File: src/tcw_pkg.sv
`default_nettype none
// ----------------------------------------------------------------------------
// Text console writer package
// Shared types, codes and constants for the text console writer.
// ----------------------------------------------------------------------------
package tcw_pkg;

    // Default geometry, handed to the top level as parameter defaults.
    localparam int COLUMNS_DEF   = 80;
    localparam int ROWS_DEF      = 25;
    localparam int TAB_WIDTH_DEF = 4;

    // Fixed field widths of the word interfaces.
    localparam int CHAR_W      = 8;
    localparam int INDEX_W     = 11;
    localparam int CELL_W      = 16;
    localparam int COL_OUT_W   = 7;
    localparam int ROW_OUT_W   = 5;
    localparam int CFG_INDEX_W = 1;

    // Depth of the command queue between front and back.
    localparam int QUEUE_DEPTH = 2;

    // Cell words and character codes.
    localparam logic [CELL_W-1:0] BLANK_WORD  = 16'h0720;
    localparam logic [CELL_W-1:0] GLYPH_RESET = 16'h875F;
    localparam logic [CHAR_W-1:0] ATTR_RESET  = 8'h07;
    localparam logic [CHAR_W-1:0] SPACE_CHAR  = 8'h20;
    localparam logic [CHAR_W-1:0] CHAR_BS     = 8'h08;
    localparam logic [CHAR_W-1:0] CHAR_TAB    = 8'h09;
    localparam logic [CHAR_W-1:0] CHAR_NL     = 8'h0A;

    // Function codes of an input word.
    localparam logic FUNC_WRITE = 1'b0;
    localparam logic FUNC_READ  = 1'b1;

    // Configuration register indexes.
    typedef enum logic [CFG_INDEX_W-1:0] {
        REG_TEXT_ATTRIBUTE = 1'b0,
        REG_CURSOR_GLYPH   = 1'b1
    } cfg_reg_t;

    // Classified command kinds.
    typedef enum logic [2:0] {
        OP_READ      = 3'd0,
        OP_BACKSPACE = 3'd1,
        OP_TAB       = 3'd2,
        OP_NEWLINE   = 3'd3,
        OP_PRINT     = 3'd4
    } cmd_op_t;

    // One classified command as it travels through the queue.
    typedef struct packed {
        cmd_op_t             op;
        logic [CHAR_W-1:0]   char_code;
        logic [INDEX_W-1:0]  cell_index;
    } cmd_t;

    // Sequencer states of the back end.
    typedef enum logic [2:0] {
        BK_CLEAR       = 3'd0,
        BK_IDLE        = 3'd1,
        BK_READ_WAIT   = 3'd2,
        BK_ADVANCE     = 3'd3,
        BK_TAB         = 3'd4,
        BK_SCROLL_COPY = 3'd5,
        BK_SCROLL_FILL = 3'd6,
        BK_SCROLL_END  = 3'd7
    } back_state_t;

endpackage
`default_nettype wire

File: src/tcw_front.sv
`default_nettype none
// ----------------------------------------------------------------------------
// Text console writer front end
// Accepts input words and classifies them into console commands.
// ----------------------------------------------------------------------------
module tcw_front (
    input  wire logic                        start,
    input  wire logic                        func,
    input  wire logic [tcw_pkg::CHAR_W-1:0]  char_code,
    input  wire logic [tcw_pkg::INDEX_W-1:0] cell_index,
    input  wire logic                        q_full,
    input  wire logic                        clearing,
    output logic                             busy,
    output logic                             push,
    output tcw_pkg::cmd_t                    cmd
);
    import tcw_pkg::*;

    // No word is taken while the queue is full or the store is being cleared.
    assign busy = q_full | clearing;
    assign push = start & ~busy;

    // Sort the word into a command kind; a read wins over any character.
    always_comb
    begin
        cmd.char_code  = char_code;
        cmd.cell_index = cell_index;
        priority if (func == FUNC_READ)
        begin
            cmd.op = OP_READ;
        end
        else if (char_code == CHAR_BS)
        begin
            cmd.op = OP_BACKSPACE;
        end
        else if (char_code == CHAR_TAB)
        begin
            cmd.op = OP_TAB;
        end
        else if (char_code == CHAR_NL)
        begin
            cmd.op = OP_NEWLINE;
        end
        else
        begin
            cmd.op = OP_PRINT;
        end
    end

endmodule
`default_nettype wire

File: config.mk
export PLATFORM = sky130hd
export DESIGN_NAME = tcw_front
export DESIGN_NICKNAME = d
export VERILOG_FILES = /design/src/tcw_pkg.sv /design/src/tcw_front.sv
export SDC_FILE = /design/constraint.sdc
export NUM_CORES = 1
export LEC_CHECK = 0
export BUFFER_PORTS_ARGS = -buffer_cell sky130_fd_sc_hd__buf_2
export CORE_AREA = 2 2 39 41
export DETAILED_ROUTE_END_ITERATION = 16
export DIE_AREA = 0 0 41 43
export PLACE_DENSITY_LB_ADDON = 0.1
export SYNTH_ARGS = -nofsm -noshare
export SYNTH_HDL_FRONTEND = slang
export SYNTH_SLANG_ARGS = --single-unit
File: constraint.sdc
create_clock -name vclk -period 2
set_clock_uncertainty 0.2 [all_clocks]
set_input_delay 0.3 -clock vclk [all_inputs]
set_output_delay 0.3 -clock vclk [all_outputs]
set_load 0.01 [all_outputs]
Word level (Yosys, flattened, before mapping)
Cells that the tools add are included.

word-level totals
  register bits = 0
  input port bits = 23
  output and inout bits = 24
  logic and storage cells = 10

cells by class
  eq/ne operators = 3
  multiplexer cells = 4
  bitwise gates (word level) = 3

operators by type and width
  cell                count
  $eq 8x4->1 const B  3
  $mux 3              4
  $and 1x1->1         1
  $not 1->1           1
  $or 1x1->1          1

Longest topological paths before layout
Gate-level depths: netlist (run 1).

  depth after elaboration = 5
  gate-level depth with buffers = 2
  mapped depth without buffers = 2

Worst setup path after synthesis (run 1)
No wires, ideal clock.

  kind = input-to-output
  start = in char_code[7] (netlist name)
  end = out cmd[20] (netlist name)
  arrival time = 1095 ps
  data required time = 1500 ps
  slack = 405 ps
  stages = 2
  buffers on the path = 0
  cell sequence = or4b_4 nor3_2

RTL lines
  item         RTL line         RTL
  from (decl)  tcw_front.sv:9   input wire logic [tcw_pkg::CHAR_W-1:0] char_code,
  to (decl)    tcw_front.sv:15  output tcw_pkg::cmd_t cmd

==> key figures, run 1 <==
Timing
  • Setup violators final: 0
  • Fmax achieved: 558 MHz
  • Fin crit period: 1790 ps
  • Fin Setup TNS: 0 ps
  • Slew Limit Fails: 0
  • Slew headroom: 89.0%
  • Worst Tran Pin Value: 163 ps
  • Fin crit share: 89.6%
  • Final hold slack: 400 ps
  • Final Hold Fails: 0
  • RSZ-0062 raised after global routing: false

Yosys
  • Area leader, netlist: buf_4
  • Top post-synthesis cells by area: buf_4 64%, nor3_2 8.9%, or4b_4 6.1%
  • Gate Count Post-Synth: 29
  • Mapped Nets: 52
  • Syn. warnings: 0
  • Post-Syn Area: 224 sq um
  • Distinct cells, synth: 10
  • Yosys top cell area share: 63.7%
  • Synthesized area per cell: 7.72 sq um
  • Post-synthesis sequential area ratio: 0%

Setup path
  • Required @ worst endpoint: 1500 ps
  • Critical path type: in2out
  • Critical Path Sink Type: output pin
  • Crit Path Max Fanout: 3
  • Critical Path Source Type: input port
  • Worst Path Arrival: 1290 ps

Route
  • Final WL: 489 microns
  • Total number of vias: 198
  • DRT antenna net count: 0
  • DR pass1 iterations: 1
  • Post-DR vias/cell: 3.88
  • DRC errors left: 0
  • Initial DRC Count: 0
  • Post-DR wirelength/cell: 9.59 microns

Cells and area
  • Nets@finish: 60
  • Commonest non-fill, non-tap cells in the layout: 25 x buf_2, 2 x nor3_2
  • Most common library cell in the layout ignoring fill and taps: buf_2
  • Non-filler instance count after layout: 51
  • Inserted Diodes: 0
  • FF/Latch Area: 0 sq um
  • Clkbuf count: 0
  • Utilization after layout: 16.4%
  • Share of cells above drive strength 1: 82.9%
  • Area Growth Syn to Fin: 1.12%
  • Seq Cell Count: 0

Placement
  • DP HPWL: 471 microns
  • I/O Buffers: 25
  • Routability congestion estimate: 0.589
  • Inst Count DP: 51

Floorplanning
  • Die Wd: 41 microns
  • IO Count: 47
  • DIE HEIGHT: 43 microns
  • Die Area: 1760 sq um
  • Core Rows: 14
  • Starting Density: 16.2%
  • Core area: 1380 sq um

Global route
  • GRT Util Overall: 4.20%
  • First-pass GRT wire length: 558 microns
  • Initial antenna violation count: 0
  • Vias in the first global route: 137
  • Pin count of the biggest net entering global routing: 5
  • Overflow after GRT: 0

Power and ir drop
  • Overall Power: 0.0407 mW
  • Lkg Pwr: 0.128 nW
  • Max VDD drop: 36.5 uV
  • P per Cell Area: 180 nW/um^2

Worst hold path
  • Hold WC Path Type: in2out

Clocking
  • Postcts setup bufs: 0
  • Post_cts resized: 0
  • Hold-fix buffers, CTS: 0

Run
  • Max-cap violations: 0

Run status
  • Outcome: complete, no violations
==> per-layer routing <==
metal  share of wire [%]  global-route usage [%]
met1                  26                    2.85
met2                  44                    9.06
met3                  30                    2.09
met4                   0                       0
met5                   0                       0
==> worst max-delay path, stage by stage <==
cell and delay, ps:
buf_2 100, or4b_4 560, o21ba_1 200, buf_2 130
==> Yosys cell counts <==
master,count
or3_1,1
a211o_1,1
nor2_1,1
xnor2_1,1
inv_1,1
o21ba_1,1
buf_4,19
or4b_4,1
nor3_2,2
or2_2,1
==> kinds of logic (layout without fill, tap and decap cells) <==
group | count (synthesis) | count (layout) | share of synthesized area [%]
xor gates and xnor gates | 1 | 1 | 3.91
and+or+nand+nor | 6 | 6 | 22.3
AOI/OAI and AO/OA | 2 | 2 | 8.38
buffers and inverters | 20 | 26 | 65.4
==> path summary, 6_finish.rpt <==
check | start | to | slack, ps | depth (start not counted)
worst min-delay path | cell_index[0] | cmd[0] | 400 | 0
worst max-delay path | char_code[7] | cmd[21] | 210 | 4
==> final cells by class <==
class	count	area (sq um)
inverter	1	3.75
fill	170	1160
timing repair buffer	25	125
tap	16	20.0
multi-input combinational	9	77.6
==> per-stage QoR <==
| step | cell area, sq um | setup WS [ps] |
|---|---|---|
| final | 226 | 207 |
| after global routing | 226 | 180 |
| after CTS | 226 | 202 |
| after detailed placement | 226 | 208 |
| after global placement | 226 | 216 |
| after floorplan | 224 | 405 |
==> power by group <==
group          total [mW]  switching [mW]  internal, mW
sequential              0               0             0
combinational      0.0407          0.0194        0.0213
clock                   0               0             0
total              0.0407          0.0194        0.0213
Power figures use the tool's default switching activity.
==> run 2, diff against run 1 <==
--- a/config.mk
+++ b/config.mk
@@ -5,10 +5,13 @@
 export SDC_FILE = /design/constraint.sdc
 export NUM_CORES = 1
 export LEC_CHECK = 0
+export ABC_AREA = 1
 export BUFFER_PORTS_ARGS = -buffer_cell sky130_fd_sc_hd__buf_2
-export CORE_AREA = 2 2 39 41
+export CELL_PAD_IN_SITES_DETAIL_PLACEMENT = 1
+export CELL_PAD_IN_SITES_GLOBAL_PLACEMENT = 1
+export CORE_AREA = 2 2 45 47
 export DETAILED_ROUTE_END_ITERATION = 16
-export DIE_AREA = 0 0 41 43
+export DIE_AREA = 0 0 47 49
 export PLACE_DENSITY_LB_ADDON = 0.1
 export SYNTH_ARGS = -nofsm -noshare
 export SYNTH_HDL_FRONTEND = slang
==> run 2 against run 1 <==
Against the previous run: synthesized cell count rose by 69%; hold slack about the same; final area up 29%; non-clock buffer count unchanged; largest power group unchanged; die area up 31%; area after synthesis is 23% higher; critical path depth rose by 2; critical endpoint unchanged; highest routed layer unchanged.
==> key figures, run 2 <==
Global route
  • Overflow after GRT: 0 (unchanged)
  • GR peak layer: met2
  • Pin count of the biggest net entering global routing: 5 (unchanged)
  • Vias in the first global route: 237 (+73%)
  • GRT met2 Usage: 7.99% (-1.1 points)
  • Initial antenna violation count: 0 (unchanged)
  • M3 GR Usage: 0.370% (-1.7 points)
  • First-pass GRT wire length: 883 microns (+58%)
  • GR Layer Usage met1: 6.44% (+3.6 points)
  • GRT Util Overall: 4.61% (+0.42 points)

Floorplanning
  • Starting Density: 15.0% (-1.2 points)
  • Die Area: 2300 sq um (+31%)
  • Core area: 1840 sq um (+33%)
  • Die Wd: 47 microns (+15%)
  • Core Rows: 16 (+2)
  • DIE HEIGHT: 49 microns (+14%)
  • IO Count: 47 (unchanged)

Yosys
  • Mapped Nets: 72 (+38%)
  • Post-Syn Area: 277 sq um (+23%)
  • Post-synthesis sequential area ratio: 0% (unchanged)
  • Syn. warnings: 0 (unchanged)
  • Yosys top cell area share: 51.6% (-12 points)
  • Gate Count Post-Synth: 49 (+69%)
  • Area leader, netlist: buf_4
  • Distinct cells, synth: 7 (-3)
  • Cell with the most instances after synthesis: buf_4
  • Top post-synthesis cells by area: buf_4 52%, inv_1 14%, nand2_1 11%
  • Synthesized area per cell: 5.64 sq um (-27%)
  • Commonest cells in the netlist: 19 x buf_4, 10 x inv_1, 8 x nand2_1, 8 x nor2_1, 2 x nor3_2

Power and ir drop
  • Max VDD drop: 29.0 uV (-21%)
  • Sw Ratio: 54.3% (+6.6 points)
  • Clock share of power: 0% (unchanged)
  • Sequential Power Share: 0% (unchanged)
  • Lkg Pwr: 0.198 nW (+54%)
  • Net switching power figure: 0.0252 mW (+30%)
  • Combinational power share: 100.0% (about the same)
  • P per Cell Area: 158 nW/um^2 (-12%)
  • Pint: 0.0212 mW (-0.48%)

Route
  • Initial DRC Count: 0 (unchanged)
  • Total number of vias: 267 (+35%)
  • DR pass1 iterations: 1 (unchanged)
  • Final WL: 543 microns (+11%)
  • DRT antenna net count: 0 (unchanged)
  • DRC errors left: 0 (unchanged)
  • Post-DR vias/cell: 3.26 (-16%)
  • Post-DR wirelength/cell: 6.62 microns (-31%)

Timing
  • Fmax achieved: 690 MHz (+24%)
  • Fin crit share: 72.5% (-17 points)
  • RSZ-0062 raised after global routing: false
  • Slew Limit Fails: 0 (unchanged)
  • Fin crit period: 1450 ps (-343 ps)
  • Final hold slack: 400 ps (-0.0860 ps)
  • Worst Tran Pin Value: 126 ps (-37.4 ps)
  • Final Hold Fails: 0 (unchanged)
  • Slew headroom: 91.6% (+2.5 points)
  • Setup violators final: 0 (unchanged)
  • Fin Setup TNS: 0 ps (unchanged)

Cells and area
  • Nets@finish: 80 (+33%)
  • Seq Cell Count: 0 (unchanged)
  • Most common library cell in the layout ignoring fill and taps: buf_2
  • FF/Latch Area: 0 sq um (unchanged)
  • Clkbuf count: 0 (unchanged)
  • Inserted Diodes: 0 (unchanged)
  • Filler Cell Count: 259 (+52%)
  • Share of cells above drive strength 1: 52.7% (-30 points)
  • Utilization after layout: 15.9% (-0.47 points)
  • Commonest non-fill, non-tap cells in the layout: 25 x buf_2, 10 x inv_1, 8 x nand2_1, 8 x nor2_1, 2 x nor3_2
  • Multi-input gate area: 96.3 sq um (+24%)
  • Area Growth Syn to Fin: 5.88%

Clocking
  • Hold-fix buffers, CTS: 0 (unchanged)
  • Post_cts resized: 0 (unchanged)
  • Postcts setup bufs: 0 (unchanged)

Setup path
  • Critical path type: in2out
  • Critical Path Sink Type: output pin
  • Worst Path Arrival: 950 ps (-340 ps)
  • Crit Path Max Fanout: 3 (unchanged)
  • Critical Path Source: char_code[6]
  • Critical Path Source Type: input port
  • Required @ worst endpoint: 1500 ps (about the same)

Worst hold path
  • Hold WC Path Type: in2out
  • Hold Crit Start: cell_index[8]

Placement
  • Routability congestion estimate: 0.540 (-8.4%)
  • DP HPWL: 526 microns (+12%)
  • I/O Buffers: 25 (unchanged)

Run
  • Max-cap violations: 0 (unchanged)

Run status
  • Outcome: complete, no violations
## run 2: cell count changes in the layout (fill, tap and decap cells not counted), sizes merged
cell,change
nand2,+8
or3,-1
nand3,+1
xnor2,-1
o21ba,-1
a211o,-1
nor2,+7
or4b,-1
inv,+9
## run 2: path summary, 6_finish.rpt
| path | slack, ps | cells after the start | endpoint |
|---|---|---|---|
| max | 550 | 6 | cmd[21] |
| min | 400 | 0 | cmd[8] |
## run 2: layer usage
| metal | vias to the layer above | share of wire [%] |
|---|---|---|
| li1 | 134 | - |
| met1 | 111 | 40 |
| met2 | 22 | 43 |
| met3 | 0 | 16 |
| met4 | 0 | 0 |
| met5 | - | 0 |
## run 2: cells by family (layout without fill, tap and decap cells)
family        Yosys count  in the layout  share of synthesized area, %
buf+inv                29             35                          65.2
simple gates           20             20                          34.8
## run 2: cell type report
class | count | share of cell area [%]
Tap cell | 27 | 11.5
Inverter | 10 | 12.8
Timing Repair Buffer | 25 | 42.7
Multi-Input combinational cell | 20 | 32.9
## run 2: worst max-delay path: stages
cell	delay (ps)
buf_2	110
nor2_1	130
nand3_2	120
nor2_1	110
nor2_1	50
buf_2	130
## run 2: power by group through the flow
stage,clock (mW),sequential [mW],combinational [mW]
global route,0,0,0.0541
detailed placement,0,0,0.0476
floorplan,0,0,0.0533
global placement,0,0,0.0481
CTS,0,0,0.0478
finish,0,0,0.0464
## run 2: metrics by stage
step,cell area (sq um),std cells,total power [mW],setup WS [ps]
6_report,293,82,0.0464,550
5_1_grt,293,82,0.0541,449
4_1_cts,293,82,0.0478,514
3_5_place_dp,293,82,0.0476,516
3_3_place_gp,293,82,0.0481,511
2_1_floorplan,277,49,0.0533,700
