===== src/tcw_pkg.sv =====
`default_nettype none
// ----------------------------------------------------------------------------
// Text console writer package
// Shared types, codes and constants for the text console writer.
// ----------------------------------------------------------------------------
package tcw_pkg;

    // Default geometry, handed to the top level as parameter defaults.
    localparam int COLUMNS_DEF   = 80;
    localparam int ROWS_DEF      = 25;
    localparam int TAB_WIDTH_DEF = 4;

    // Fixed field widths of the word interfaces.
    localparam int CHAR_W      = 8;
    localparam int INDEX_W     = 11;
    localparam int CELL_W      = 16;
    localparam int COL_OUT_W   = 7;
    localparam int ROW_OUT_W   = 5;
    localparam int CFG_INDEX_W = 1;

    // Depth of the command queue between front and back.
    localparam int QUEUE_DEPTH = 2;

    // Cell words and character codes.
    localparam logic [CELL_W-1:0] BLANK_WORD  = 16'h0720;
    localparam logic [CELL_W-1:0] GLYPH_RESET = 16'h875F;
    localparam logic [CHAR_W-1:0] ATTR_RESET  = 8'h07;
    localparam logic [CHAR_W-1:0] SPACE_CHAR  = 8'h20;
    localparam logic [CHAR_W-1:0] CHAR_BS     = 8'h08;
    localparam logic [CHAR_W-1:0] CHAR_TAB    = 8'h09;
    localparam logic [CHAR_W-1:0] CHAR_NL     = 8'h0A;

    // Function codes of an input word.
    localparam logic FUNC_WRITE = 1'b0;
    localparam logic FUNC_READ  = 1'b1;

    // Configuration register indexes.
    typedef enum logic [CFG_INDEX_W-1:0] {
        REG_TEXT_ATTRIBUTE = 1'b0,
        REG_CURSOR_GLYPH   = 1'b1
    } cfg_reg_t;

    // Classified command kinds.
    typedef enum logic [2:0] {
        OP_READ      = 3'd0,
        OP_BACKSPACE = 3'd1,
        OP_TAB       = 3'd2,
        OP_NEWLINE   = 3'd3,
        OP_PRINT     = 3'd4
    } cmd_op_t;

    // One classified command as it travels through the queue.
    typedef struct packed {
        cmd_op_t             op;
        logic [CHAR_W-1:0]   char_code;
        logic [INDEX_W-1:0]  cell_index;
    } cmd_t;

    // Sequencer states of the back end.
    typedef enum logic [2:0] {
        BK_CLEAR       = 3'd0,
        BK_IDLE        = 3'd1,
        BK_READ_WAIT   = 3'd2,
        BK_ADVANCE     = 3'd3,
        BK_TAB         = 3'd4,
        BK_SCROLL_COPY = 3'd5,
        BK_SCROLL_FILL = 3'd6,
        BK_SCROLL_END  = 3'd7
    } back_state_t;

endpackage
`default_nettype wire


===== src/tcw_queue.sv =====
`default_nettype none
// ----------------------------------------------------------------------------
// Text console writer command queue
// Short first-in first-out buffer between the front and back ends.
// ----------------------------------------------------------------------------
module tcw_queue (
    input  wire logic          clk,
    input  wire logic          rst_n,
    input  wire logic          push,
    input  wire tcw_pkg::cmd_t push_cmd,
    input  wire logic          pop,
    output logic               full,
    output logic               head_valid,
    output tcw_pkg::cmd_t      head_cmd
);
    import tcw_pkg::*;

    localparam int PTR_W   = (QUEUE_DEPTH > 1) ? $clog2(QUEUE_DEPTH) : 1;
    localparam int COUNT_W = $clog2(QUEUE_DEPTH + 1);

    cmd_t               entry_reg [QUEUE_DEPTH];
    logic [PTR_W-1:0]   wr_ptr_reg;
    logic [PTR_W-1:0]   wr_ptr_next;
    logic [PTR_W-1:0]   rd_ptr_reg;
    logic [PTR_W-1:0]   rd_ptr_next;
    logic [COUNT_W-1:0] count_reg;
    logic [COUNT_W-1:0] count_next;
    logic               do_push;
    logic               do_pop;

    assign full       = (count_reg == COUNT_W'(QUEUE_DEPTH));
    assign head_valid = (count_reg != '0);
    assign head_cmd   = entry_reg[rd_ptr_reg];
    assign do_push    = push & ~full;
    assign do_pop     = pop & head_valid;

    // Pointer and fill count update, wrapping at the queue depth.
    always_comb
    begin
        wr_ptr_next = wr_ptr_reg;
        rd_ptr_next = rd_ptr_reg;
        count_next  = count_reg;
        if (do_push)
        begin
            wr_ptr_next = (wr_ptr_reg == PTR_W'(QUEUE_DEPTH - 1)) ? '0 : wr_ptr_reg + 1'b1;
        end
        if (do_pop)
        begin
            rd_ptr_next = (rd_ptr_reg == PTR_W'(QUEUE_DEPTH - 1)) ? '0 : rd_ptr_reg + 1'b1;
        end
        if (do_push && !do_pop)
        begin
            count_next = count_reg + 1'b1;
        end
        else if (do_pop && !do_push)
        begin
            count_next = count_reg - 1'b1;
        end
    end

    always_ff @(posedge clk or negedge rst_n)
    begin
        if (!rst_n)
        begin
            wr_ptr_reg <= '0;
            rd_ptr_reg <= '0;
            count_reg  <= '0;
        end
        else
        begin
            wr_ptr_reg <= wr_ptr_next;
            rd_ptr_reg <= rd_ptr_next;
            count_reg  <= count_next;
        end
    end

    // Entry storage needs no reset.
    always_ff @(posedge clk)
    begin
        if (do_push)
        begin
            entry_reg[wr_ptr_reg] <= push_cmd;
        end
    end

endmodule
`default_nettype wire


===== config.mk =====
export PLATFORM = sky130hd
export DESIGN_NAME = tcw_queue
export DESIGN_NICKNAME = d
export VERILOG_FILES = /design/src/tcw_pkg.sv /design/src/tcw_queue.sv
export SDC_FILE = /design/constraint.sdc
export NUM_CORES = 1
export LEC_CHECK = 0
export BUFFER_PORTS_ARGS = -buffer_cell sky130_fd_sc_hd__buf_2
export CAP_MARGIN = 20
export CORE_ASPECT_RATIO = 0.7
export CORE_UTILIZATION = 45
export DETAILED_ROUTE_END_ITERATION = 6
export PLACE_DENSITY = 0.74
export SETUP_SLACK_MARGIN = 0.3
export SLEW_MARGIN = 20
export SYNTH_ARGS = -nofsm -noshare
export SYNTH_HDL_FRONTEND = slang
export SYNTH_SLANG_ARGS = --single-unit

===== constraint.sdc =====
create_clock -name clk -period 2 [get_ports clk]
set_clock_uncertainty 0.15 [all_clocks]
set_input_delay 0.4 -clock clk [delete_from_list [all_inputs] [get_ports clk]]
set_output_delay 0.4 -clock clk [all_outputs]
set_load 0.01 [all_outputs]

Yosys cells after proc, flatten, opt, wreduce, memory -nomap -nowiden
Memories as Yosys holds them, arrays and structs flattened. Index checks and enable logic that the tools add are counted.

Output and inout bits: 24. Logic and storage cells: 24. RAM bits: 44. Flip-flop bits (word level): 4. Memories kept: 1. Input port bits: 26.

Muxes and demuxes: 6. Reductions and logical operators: 6. Bitwise gates (word level): 3. Eq/ne operators: 1. Add/sub/neg operators: 4.

Memories: entry_reg (words 2, width 22, rd ports 1, clocked after Yosys merged registers in 0, write ports 1, line tcw_queue.sv:21) `cmd_t entry_reg [QUEUE_DEPTH];`.

Operator list (count): 1-bit 2-to-1 mux (4); 2-bit 2-to-1 mux (2); 2-bit nonzero test (2); 1-bit adder (second input constant) (2); 2-bit by 1-bit adder with 2-bit output (second input constant) (1); 1-bit bitwise AND (2); 2-bit equality test (second input constant) (1); 1-bit logical AND (2); 1-bit logical NOT (2); 2-bit by 1-bit subtractor with 2-bit output (second input constant) (1); 1-bit inverter (1).

Longest topological paths before layout
Gate-level depths: netlist (run 1).

Depth in word-level cells: 7. Mapped depth: 7. Mapped depth without buffers: 7.

Least setup slack after synthesis (run 1)
OpenSTA, ideal clock, no wires.

Kind: register to register. Start point: register count_reg[0]. End point: memory entry_reg[0][0] in the netlist's numbering, enable pin. Stages on the path, launching flop included: 4. Library setup time: 0.401 ns. Arrival: 1.565 ns. Path slack: -0.115 ns. Path through: dfrtp_1 > nand2b_1 > nand2_1 > nor2_1.

Longest elaborated chain between the ends: 5.

Ends and longest elaborated chain: start: declaration (line tcw_queue.sv:26) `logic [COUNT_W-1:0] count_reg;`; start signal: assignment (line tcw_queue.sv:73) `count_reg <= count_next;`; 2-bit equality test (line tcw_queue.sv:31) `assign full = (count_reg == COUNT_W'(QUEUE_DEPTH));`; 1-bit inverter (line tcw_queue.sv:34) `assign do_push = push & ~full;`; 1-bit bitwise AND (line tcw_queue.sv:34); 1-bit 2-to-1 mux (line tcw_queue.sv:80) `if (do_push)`; 1-bit 2-to-1 mux (implied by the code) (line tcw_queue.sv:82) `entry_reg[wr_ptr_reg] <= push_cmd;`; end: declaration (line tcw_queue.sv:21).

No other way between the ends.

==> flow_summary.toml, run 1 <==
[run_status]
status = "completed"

[clock_tree]
cts_tree = "done"
cts_sinks = 48
htree_levels = 2
clk_pin_slew_worst_paths_ps = 80
root_buffer = "clkbuf_8"
clock_path_buffers = 2
insertion_delay_ps = 290
cts_buffers = 5

[global_routing]
grt_max_degree = 23
overflow = 0
grt_use_total_pct = 13.6
grt_pass1_wl_microns = 3970
grt_pass1_vias = 869
antenna_found_initial = 0

[floorplan]
die_area_sq_um = 4240
die_x_microns = 77.4
start_util_pct = 48.8
io_pins = 50
fp.coreArea_sq_um = 3670
die_y_microns = 54.8
rows = 18

[route]
wire_per_inst_microns = 14.8
wirelength_microns = 2980
ant_nets = 0
drtIter0Drc = 22
viasPerCell = 4.73
route.detailed.drc = 0
vias = 955
drtPass1Iterations = 4

[critical_path]
critPathKind = "register to output port"
cp.required_ps = 1450
critPathMaxStageDelay_ps = 460
critPathBufInv = 2
crit_chain = "clkbuf_16 > mux2_4 > buf_6"
cp.arrival_ps = 1360
critPathMaxFanout = 8
critPathCaptureType = "output port"
start_kind = "register"
slowest_stage = "dfrtp_2"
critPathTopFamily = "flip-flops"

[logic_synthesis]
ys_seq_area_share_pct = 79.3
ys_warn_count = 0
synth.avg_cell_area_sq_um = 20.6
synth.distinct_cells = 14
syn_inst = 87
synth_nets = 114
syn_area_sq_um = 1790
ys_seq_elements = 48

[place]
port_buffers = 49
dp_hpwl_microns = 1810
routabilityCongestion = 0.622
dp.cells = 188

[power]
total_power_uw = 3510
powerDensity_nw_per_um2 = 1440
leakage_uw = 0.000990
ir_drop_v = 0.000881

[final_layout]
utilization_pct = 66.6
final.fill_count = 285
synthToLayoutAreaGrowth_pct = 36.5
largest_register_ffs = 44
fin_nets = 178
drive_above_1_share_pct = 61.2
antennaDiodeCount = 0
instances_no_fill = 202

[min_path]
hold_class = "input port to register"

[timing]
hold_viol = 0
period_minus_slack_ps = 1910
rsz0062_at_grt = "true"
worst_pin_slew_ps = 304
holdWs_ps = 143
drv_slew = 0
fin_setup_tns_ps = 0
fin_crit_sh_pct = 95.3
fmaxAchievable_mhz = 524
maxSlewHeadroom_pct = 79.7
setup_violations = 0

[job]
cap_violations = 0
## cell usage after synthesis
library cell  instances  area [sq um]
and3_1                1          6.26
nand2b_1              1          6.26
nand2_2               1          6.26
nor2_1                2          7.51
edfxtp_1             44          1320
buf_6                 2          22.5
mux2_2               22           248
dfrtp_1               4           100
or2_1                 1          6.26
inv_1                 2          7.51
xor2_1                2          17.5
xnor2_1               3          26.3
ha_1                  1          12.5
nand2_1               1          3.75
## worst reg2reg max path, delay by kind of cell (launching register included)
family,cells,cell delay [ps]
and+or+nand+nor,3,400
DFF,1,420
xor gates and xnor gates,2,290
buffers and inverters,1,70
adders and majority gates,1,200
## final cells by class
cell class	count	area, sq um	share of cell area, %
clock buffers	5	68.8	2.81
clock inverters	3	13.8	0.563
inverters	2	7.51	0.307
multi-input cells	35	399	16.3
flip-flops and latches	48	1420	58.2
well taps	50	62.6	2.56
repair buffers	59	469	19.2
## worst paths after layout
kind / start / to / slack, ps / cells after the start
hold reg to reg: count_reg[1] / count_reg[1] / 420 / 2
setup / recovery: rd_ptr_reg / head_cmd[14] / 90 / 3
max in group asynchronous: rst_n / rd_ptr_reg / 1280 / 2
hold / removal: push_cmd[15] / entry_reg[1][15] / 140 / 1
setup reg to reg: count_reg[0] / count_reg[1] / 400 / 7
min in group asynchronous: rst_n / count_reg[1] / 290 / 2
## power breakdown
| part | total, uW | switching, uW | internal [uW] |
|---|---|---|---|
| clock | 524 | 287 | 237 |
| combinational | 1500 | 630 | 875 |
| sequential | 1480 | 97.1 | 1390 |
| total | 3510 | 1010 | 2500 |
## layout by cell type, fill, tap and decap left out, types with 3 or more instances in the layout
cell type  instances
xnor2_1            3
buf_2             31
mux2_2            11
mux2_4            11
buf_6             19
clkbuf_8           5
edfxtp_1          44
buf_4              6
## per-layer routing
metal	track usage, %	vias to the layer above	routed length (microns)
met5	0	-	0
met4	5.66	0	18
met3	5.33	3	190
met2	22.4	35	1460
met1	16.5	460	1310
li1	-	457	-
## kinds of logic after synthesis
family	count (synthesis)	synth area share (%)
flops	48	79.3
fa+ha+maj	1	0.698
simple gates	7	2.03
mux	22	13.8
buf+inv	4	1.68
xor+xnor	5	2.44
## through the flow
stage | area (sq um) | setup WS, ps
after floorplan | 1800 | 329
after global placement | 2110 | 380
after detailed placement | 2110 | 367
after CTS | 2210 | 93.3
after global routing | 2440 | 37.4
final | 2440 | 93.4
## timing repair
action	4_1_cts	5_1_grt
pin swaps	0	1
hold buffers	1	0
endpoints found under the hold margin	4	0
gates cloned	0	1
endpoints found under the setup margin	22	27
buffers inserted	0	4
gates resized for setup	2	35
Note: power is estimated with default switching activity, not from simulation.
==> inputs of run 2 (changes only) <==
--- a/config.mk
+++ b/config.mk
@@ -11,6 +11,7 @@
 export CORE_UTILIZATION = 45
 export DETAILED_ROUTE_END_ITERATION = 6
 export PLACE_DENSITY = 0.74
+export REMOVE_ABC_BUFFERS = 1
 export SETUP_SLACK_MARGIN = 0.3
 export SLEW_MARGIN = 20
 export SYNTH_ARGS = -nofsm -noshare
==> run 2 against run 1 <==
Effect of this change:
- sequential power barely moved
- setup slack lost 2.8 ps
- global-route usage increased by 1.1 points
- clock power increased by 6.1%
- via count down 0.52%
- largest power group is now registers
- highest routed layer unchanged
==> flow_summary.toml, run 2 (synthesis gave the netlist of run 1 again) <==
[final_layout]
fin_area_sq_um = 2320
synthToLayoutAreaGrowth_pct = 29.4
drive_above_1_share_pct = 61.3
seqCellArea_sq_um = 1420
largest_register_ffs = 44
antennaDiodeCount = 0
fin_nets = 181
final_common_cell = "buf_2"
final.fill_count = 274
multi_input_area_sq_um = 353
layout_common_cells = "buf_2 (48), edfxtp_1 (44), mux2_2 (22), buf_4 (10), clkbuf_8 (6)"

[timing]
setup_violations = 0
rsz0062_at_grt = "true"
holdWs_ps = 150
fin_crit_sh_pct = 95.5
period_minus_slack_ps = 1910
hold_viol = 0
maxSlewHeadroom_pct = 80.6
fin_setup_tns_ps = 0
fmaxAchievable_mhz = 524
worst_pin_slew_ps = 291
drv_slew = 0

[place]
port_buffers = 49
routabilityCongestion = 0.717
place_area_sq_um = 2120
dp_hpwl_microns = 1980

[route]
viasPerCell = 4.63
ant_nets = 0
drtIter0Drc = 34
route.detailed.drc = 0
wire_per_inst_microns = 14.3
drtPass1Iterations = 3
vias = 950
wirelength_microns = 2930

[clock_tree]
clock_path_buffers = 2
insertion_delay_ps = 280
htree_levels = 2
cts_buffers = 5
clk_pin_slew_worst_paths_ps = 80
cts_sinks = 48
root_buffer = "clkbuf_8"
cts_tree = "done"

[global_routing]
grt_use_total_pct = 14.7
grt_pass1_wl_microns = 4420
grt_max_degree = 23
antenna_found_initial = 0
grt_pass1_vias = 982
overflow = 0

[floorplan]
start_util_pct = 48.8
die_area_sq_um = 4240
fp.coreArea_sq_um = 3670
die_x_microns = 77.4
die_y_microns = 54.8
io_pins = 50
rows = 18

[critical_path]
slowest_stage = "dfrtp_2"
critPathMaxFanout = 9
critPathKind = "register to output port"
cp.required_ps = 1450
critPathTopFamily = "flip-flops"
critPathCaptureType = "output port"
cp.arrival_ps = 1360
critPathBufInv = 2
critPathMaxStageDelay_ps = 430
rrSetupSlack_ps = 370
crit_chain = "clkbuf_16 > mux2_2 > buf_2"
start_kind = "register"

[power]
leakage_uw = 0.000920
powerDensity_nw_per_um2 = 1410
ir_drop_v = 0.000753
total_power_uw = 3270

[job]
cap_violations = 0

[min_path]
hold_class = "input port to register"

[run_status]
status = "completed"
[run 2: final cells by class]
type                       count  share of cell area [%]
sequential                    48                    61.4
timing repair buffer          62                    16.5
multi-input combinational     35                    15.2
clock buffer                   8                    3.89
tap                           50                    2.70
inverter                       2                   0.324
[run 2: timing repair]
| action | CTS | global route |
|---|---|---|
| gates cloned | 0 | 1 |
| hold buffers | 1 | 0 |
| hold endpoints to repair | 4 | 0 |
| setup endpoints to repair | 23 | 24 |
| buffers inserted | 2 | 4 |
| pin swaps | 0 | 1 |
| gates resized for setup | 3 | 5 |
[run 2: power by group]
| part | internal [uW] | switching (uW) |
|---|---|---|
| registers | 1380 | 87.4 |
| logic | 668 | 573 |
| clock network | 282 | 274 |
| total | 2330 | 934 |
[run 2: per-stage QoR]
stage                     cells  worst slack, ps  utilization [%]
after global routing        205             42.0             63.2
after CTS                   200             93.8             61.1
final                       205             90.6             63.2
after floorplan              85             -115                -
after global placement      189              368             57.7
after detailed placement    189              336             57.7
[run 2: path summary, 6_finish.rpt]
check / start / depth (start not counted) / end
min: push_cmd[12] / 1 / entry_reg[0][12]
min reg2reg: wr_ptr_reg / 1 / wr_ptr_reg
min in group asynchronous: rst_n / 2 / wr_ptr_reg
max: rd_ptr_reg / 3 / head_cmd[19]
max reg2reg: count_reg[1] / 6 / count_reg[1]
max in group asynchronous: rst_n / 2 / count_reg[1]
[run 2: layer usage]
| metal | part of all wire [%] | global-route usage (%) | wire (microns) | vias up |
|---|---|---|---|---|
| met5 | 0 | 0 | 0 | - |
| met4 | 0.89 | 4.09 | 26 | 0 |
| met3 | 7.2 | 6.67 | 211 | 2 |
| met2 | 49 | 27.0 | 1450 | 36 |
| met1 | 42 | 15.9 | 1240 | 450 |
| li1 | - | - | - | 462 |
[run 2: worst reg2reg max path, cell delays in order, from the launching register on]
cell     delay, ps
dfrtp_2        420
or2_1          280
nand2_2        100
ha_1           180
xor2_1         180
nor2_1          80
xor2_1         140
==> inputs of run 3 (changes only) <==
--- a/config.mk
+++ b/config.mk
@@ -5,12 +5,12 @@
 export SDC_FILE = /design/constraint.sdc
 export NUM_CORES = 1
 export LEC_CHECK = 0
-export BUFFER_PORTS_ARGS = -buffer_cell sky130_fd_sc_hd__buf_2
 export CAP_MARGIN = 20
 export CORE_ASPECT_RATIO = 0.7
 export CORE_UTILIZATION = 45
 export DETAILED_ROUTE_END_ITERATION = 6
-export PLACE_DENSITY = 0.74
+export DONT_BUFFER_PORTS = 1
+export PLACE_DENSITY = 0.63
 export REMOVE_ABC_BUFFERS = 1
 export SETUP_SLACK_MARGIN = 0.3
 export SLEW_MARGIN = 20
==> run 3 against run 2 <==
Effect of this change:
- cell count fell by 27%
- critical path depth is 1 lower
- maximum frequency is 7.2% higher
- setup slack better by 130 ps
- via count shrank 22%
- first-iteration DRC count down 62%
- register-to-register slack improved by 30 ps
- sequential share of layout area is 10 points higher
- global-route usage fell by 2.3 points
- core utilization fell by 9.3 points
==> flow_summary.toml, run 3 (synthesis gave the netlist of run 1 again) <==
[global_routing]
grt_pass1_wl_microns = 3570
overflow = 0
grt_use_total_pct = 12.4
antenna_found_initial = 0
grt_pass1_vias = 748
grt_max_degree = 23

[timing]
fin_crit_sh_pct = 89.0
worst_pin_slew_ps = 290
setup_violations = 0
rsz0062_at_grt = "true"
maxSlewHeadroom_pct = 80.7
period_minus_slack_ps = 1780
hold_viol = 0
fin_setup_tns_ps = 0
holdWs_ps = 58.0
drv_slew = 0
fmaxAchievable_mhz = 562

[final_layout]
largest_register_ffs = 44
antennaDiodeCount = 0
drive_above_1_share_pct = 38.0
layout_common_cells = "edfxtp_1 (44), mux2_2 (22), clkbuf_8 (5), buf_4 (5), dfrtp_1 (4)"
synthToLayoutAreaGrowth_pct = 10.4
final.fill_count = 308
final_common_cell = "edfxtp_1"
fin_nets = 126

[critical_path]
slowest_stage = "mux2_2"
cp.required_ps = 1450
critPathCaptureType = "output port"
cp.arrival_ps = 1230
critPathMaxStageDelay_ps = 390
crit_chain = "buf_6 > mux2_2"
start_kind = "register"
critPathKind = "register to output port"
critPathMaxFanout = 14

[route]
viasPerCell = 4.96
route.detailed.drc = 0
drtIter0Drc = 13
ant_nets = 0
wirelength_microns = 2460
vias = 744
wire_per_inst_microns = 16.4
drtPass1Iterations = 2

[clock_tree]
htree_levels = 2
cts_tree = "done"
root_buffer = "clkbuf_8"
cts_sinks = 48
clock_path_buffers = 2
clk_pin_slew_worst_paths_ps = 80
cts_buffers = 5
insertion_delay_ps = 280

[floorplan]
die_x_microns = 77.4
rows = 18
start_util_pct = 48.8
die_area_sq_um = 4240
fp.coreArea_sq_um = 3670
io_pins = 50
die_y_microns = 54.8

[place]
dp_hpwl_microns = 1680
routabilityCongestion = 0.690
port_buffers = 0

[min_path]
hold_class = "input port to register"

[job]
cap_violations = 0

[power]
powerDensity_nw_per_um2 = 1420
leakage_uw = 0.000681
ir_drop_v = 0.000642

[run_status]
status = "completed"
[run 3: final timing paths]
path / slack (ps) / endpoint / from / cells past startpoint
worst max register to register: 400 / count_reg[1] / count_reg[0] / 5
worst min-delay path: 60 / entry_reg[1][18] / push_cmd[18] / 0
min in group asynchronous: 230 / rd_ptr_reg / rst_n / 1
max in group asynchronous: 1310 / count_reg[0] / rst_n / 1
worst max-delay path: 220 / head_cmd[2] / rd_ptr_reg / 2
worst min register to register: 360 / count_reg[1] / count_reg[1] / 1
[run 3: metrics by stage]
stage	worst slack, ps	instances	util [%]	power (uW)	cell area, sq um
global route	152	150	53.9	2980	1980
global placement	452	140	51.0	2300	1870
CTS	187	149	53.6	2860	1970
detailed placement	348	140	51.0	2320	1870
finish	219	150	53.9	2820	1980
floorplan	-115	85	-	2110	1770
[run 3: layer usage]
layer,wire length [microns],global-route usage [%]
met5,0,0
met4,12,5.66
met3,277,7.33
met2,1310,22.6
met1,860,11.6
[run 3: final cells by class]
class                      instances  area (sq um)  area share [%]
clock buffer                       5          68.8            3.48
clock inverter                     3          13.8           0.696
inverter                           2          7.51           0.380
multi-input combinational         35           345            17.5
sequential                        48          1420            71.9
tap                               50          62.6            3.16
timing repair buffer               7          58.8            2.97
[run 3: what timing repair did]
action / CTS / global route
gates resized for setup: 1 / 1
buffers inserted: 0 / 1
hold buffers: 1 / 0
endpoints found under the hold margin: 4 / 0
endpoints found under the setup margin: 22 / 23
[run 3: worst max-delay path, delay by kind of cell (launching register included)]
kind	cells	cell delay, ps
multiplexers	1	390
flip-flops	1	370
buffers and inverters	1	190
[run 3: power by group]
part | switching [uW] | internal, uW | total (uW)
clock network | 273 | 237 | 510
registers | 74.2 | 1380 | 1450
logic | 480 | 371 | 852
total | 828 | 1990 | 2820
